[config.mk]
export PLATFORM = sky130hd
export DESIGN_NAME = spr_ram
export DESIGN_NICKNAME = d
export VERILOG_FILES = /design/src/hw/rtl/shortest_path_reach_summary_assert.svh /design/src/hw/rtl/spr_ram.sv
export SDC_FILE = /design/constraint.sdc
export NUM_CORES = 1
export LEC_CHECK = 0
export BUFFER_PORTS_ARGS = -buffer_cell sky130_fd_sc_hd__buf_2
export CAP_MARGIN = 20
export CORE_MARGIN = 5
export CORE_UTILIZATION = 45
export DETAILED_ROUTE_END_ITERATION = 8
export GPL_TIMING_DRIVEN = 0
export HOLD_SLACK_MARGIN = 0.05
export RECOVER_POWER = 100
export SLEW_MARGIN = 25
export SYNTH_ARGS = -nofsm -noshare
export SYNTH_HDL_FRONTEND = slang
export SYNTH_SLANG_ARGS = --single-unit
[constraint.sdc]
create_clock -name i_clk -period 5.85 [get_ports i_clk]
set_clock_uncertainty 0.2 [all_clocks]
set_input_delay 0.585 -clock i_clk [delete_from_list [all_inputs] [get_ports i_clk]]
set_output_delay 0.585 -clock i_clk [all_outputs]
set_load 0.02 [all_outputs]
[src/hw/rtl/shortest_path_reach_summary_assert.svh]
// Assertion macros for the shortest path reach summary block.
// Included by the top level; no other dependencies.
`ifndef SHORTEST_PATH_REACH_SUMMARY_ASSERT_SVH
`define SHORTEST_PATH_REACH_SUMMARY_ASSERT_SVH

// Same-cycle implication, disabled while reset is low.
`define SPR_ASSERT_NOW(lbl, clk, rstn, ante, cons) \
    lbl: assert property (@(posedge clk) disable iff (!(rstn)) (ante) |-> (cons)) \
        else $error("spr assertion failed");

// Next-cycle implication, disabled while reset is low.
`define SPR_ASSERT_NEXT(lbl, clk, rstn, ante, cons) \
    lbl: assert property (@(posedge clk) disable iff (!(rstn)) (ante) |=> (cons)) \
        else $error("spr assertion failed");

`endif

[src/hw/rtl/spr_ram.sv]
// Generic single-write, single-read RAM with registered read data.
// No dependencies.
`timescale 1ns / 1ps
module spr_ram #(
    parameter int WIDTH = 8,
    parameter int DEPTH = 16
) (
    input  logic                     i_clk,
    input  logic                     i_we,
    input  logic [$clog2(DEPTH)-1:0] i_waddr,
    input  logic [WIDTH-1:0]         i_wdata,
    input  logic [$clog2(DEPTH)-1:0] i_raddr,
    output logic [WIDTH-1:0]         o_rdata
);
    logic [WIDTH-1:0] r_mem [DEPTH];

    always_ff @(posedge i_clk) begin
        if (i_we) begin
            r_mem[i_waddr] <= i_wdata;
        end
        o_rdata <= r_mem[i_raddr];
    end
endmodule

==> impl_results.md <==
- Outcome: completed
- Core ar.: 11320 um^2
- Sequential fraction of the synthesis area: 77.78%
- WP data required: 5.93 ns
- Post-CTS setup-driven buffer insertion count: 0
- Setup violators final: 0
- Area contributors post-synth: edfxtp_1 (75%), mux4_2 (7.9%), mux4_1 (7.1%), dfxtp_1 (3.1%), a22oi_1 (2.3%)
- Ratio of cells with drive above 1 in the final layout: 20.35%
- Post-DP HPWL: 6.104 mm
- Crit path max fanout: 10
- Arr. time, crit path: 2.63 ns
- Clock Latency Late Sink: 0.41 ns
- Asr flop ratio synth: 0%
- Peak supply drop: 0.1641 mV
- Nets@finish: 290
- Cell taking the most area after synthesis: edfxtp_1
- Power Dens Cells: 372.2 nW/um^2
- Critical Path Max Stage Delay: 0.69 ns
- First-pass GRT wire length: 14.34 mm
- CP Cell Sequence: clkbuf_1 -> clkbuf_1 -> mux4_1 -> a22oi_1 -> nand2_1
- H-tree depth: 4
- CTS Buffer Depth: 2
- # fillers: 882
- Max Clk Rate: 391.6 MHz
- Post-synthesis instance total: 229
- Gr busiest metal: met2
- DRC viols: 0
- Boundary Pins: 26
- Setup TNS: 0 ns
- Final Slew Violations: 0
- Final min period: 2.553 ns
- Die X: 117.0 um
- EDFF count, synth: 128
- Vias/cell: 5.414
- Hold buffer count at CTS: 0
- Slew margin rel.: 15.32%
- Die ar.: 13680 um^2
- I/O Buffers: 24
- Synth Register Bits: 136
- WL/cell: 22.45 um
- Period utilization: 43.65%
- Fin util: 52.81%
- Initial antenna violation count: 0
- Initial DRC count: 135
- Reg clk slew, reported paths: 0.05 ns
- GRT Util Overall: 15.52%
- Mean Syn Cell Area: 22.48 um^2
- Grt total ovfl: 0
- Top cell type's share of synthesized area: 74.67%
- CTS tree: built
- Hold crit path type: input port to flop
- Initial Util: 45.47%
- Distinct cell type count of the synthesized netlist: 19
- Die height: 117.0 um
- Drt first pass iters: 4
- Final antenna diode count: 0
- Pin count of the biggest net entering global routing: 17
- Final Hold Viols: 0
- Clk sinks: 136
- Worst slew pin tran: 1.261 ns
- CP Launch Type: input port
- RSZ-0062 raised after global routing: no
- Met3 Usage GRT: 5.039%
- Commonest non-fill, non-tap cell in the layout: edfxtp_1
- Max-cap violations: 0
- Synthesized net count: 247
- Number of global-route vias before repair: 2399
- Layout area overhead: 16.14%
- Global-route track usage on met2: 23.74%
- Slowest cell on the critical path: clkbuf_1
- Post-CTS Resized: 0
- Final GP Congestion: 0.7272
- Mapped Area: 5147 um^2
- # rows: 39
- Ys flop type: edfxtp_1
- GR met1 Demand/Resource: 20.94%
- Crit Path Category: input port to flop
- CP dominant cell by count: clkbuf_1
- Yosys Warn Count: 0
- Detailed Route WL: 9.608 mm
- Post-route ant nets: 0
- TritonCTS Buffers: 17
- Clock root buffer: clkbuf_16
- Via count: 2317
- Crit. End Element: flop
- Leak: 1.954 nW
- Most frequent cells in the layout: edfxtp_1 (128), clkbuf_1 (25), mux4_2 (18)
==> through the flow <==
step	std cells	total power, mW	instance area, um^2	setup slack (ns)	hold WS [ns]
after floorplan	229	1.178	5147	3.572	0.4293
after global placement	396	1.223	5446	2.984	0.4569
after detailed placement	396	1.228	5466	3.350	0.4662
after CTS	428	2.247	6037	3.775	0.3655
after global routing	428	2.301	5978	3.212	0.5038
final	428	2.225	5978	3.297	0.4728
==> cells by family (layout without fill, tap and decap cells) <==
group	Yosys count	in the layout	share of synthesized area, %
AO/OA/AOI/OAI	16	16	2.334
buffers and inverters	10	66	1.677
flip-flops	136	136	77.78
multiplexers	32	32	15.02
AND/OR/NAND/NOR	35	35	3.184
==> area by class of cell <==
| cell class | instances | area (um^2) | area share, % |
|---|---|---|---|
| flip-flops and latches | 136 | 4004 | 66.97 |
| multi-input cells | 83 | 1057 | 17.69 |
| clock buffers | 21 | 440.4 | 7.367 |
| well taps | 143 | 178.9 | 2.993 |
| clock inverters | 11 | 130.1 | 2.177 |
| repair buffers | 24 | 96.34 | 1.612 |
| plain buffers | 10 | 71.32 | 1.193 |
==> path summary, 6_finish.rpt <==
path,slack (ns),end,start,cells after the start
worst min register to register,0.48,o_rdata[4],r_mem[8][4],3
worst min-delay path,0.47,o_rdata[7],i_raddr[1],4
worst max-delay path,3.30,o_rdata[0],i_raddr[0],5
worst max register to register,4.20,o_rdata[0],r_mem[0][0],3
==> flip-flops by register name, summed over array words and instances (netlist names) <==
signal / cells
o_rdata: 8
r_mem: 128
==> per-layer routing <==
metal  routed length [um]  part of all wire, %
met5                    0                    0
met4                  166                  1.7
met3                  445                  4.6
met2                 4696                   49
met1                 4299                   45
==> cell usage after synthesis, types with 3 or more instances <==
cell / instances
nor2_1: 13
edfxtp_1: 128
mux4_2: 18
dfxtp_1: 8
buf_2: 3
nand2_1: 9
clkdlybuf4s25_2: 3
buf_6: 3
nor3_1: 4
a22oi_1: 16
mux4_1: 14
==> power breakdown <==
part	leakage, nW	internal [mW]	switching (mW)	total [mW]
Combinational	0.450	0.0391	0.0665	0.106
Sequential	1.22	1.09	0.00469	1.10
Clock	0.279	0.662	0.362	1.02
Total	1.95	1.79	0.433	2.23
==> critical path: cells and delay by family <==
family / cells / cell delay (ns)
AOI/OAI and AO/OA: 1 / 0.31
buffers and inverters: 2 / 0.93
muxes: 1 / 0.67
and+or+nand+nor: 1 / 0.12
No activity file was read; power rests on OpenSTA's default activity.
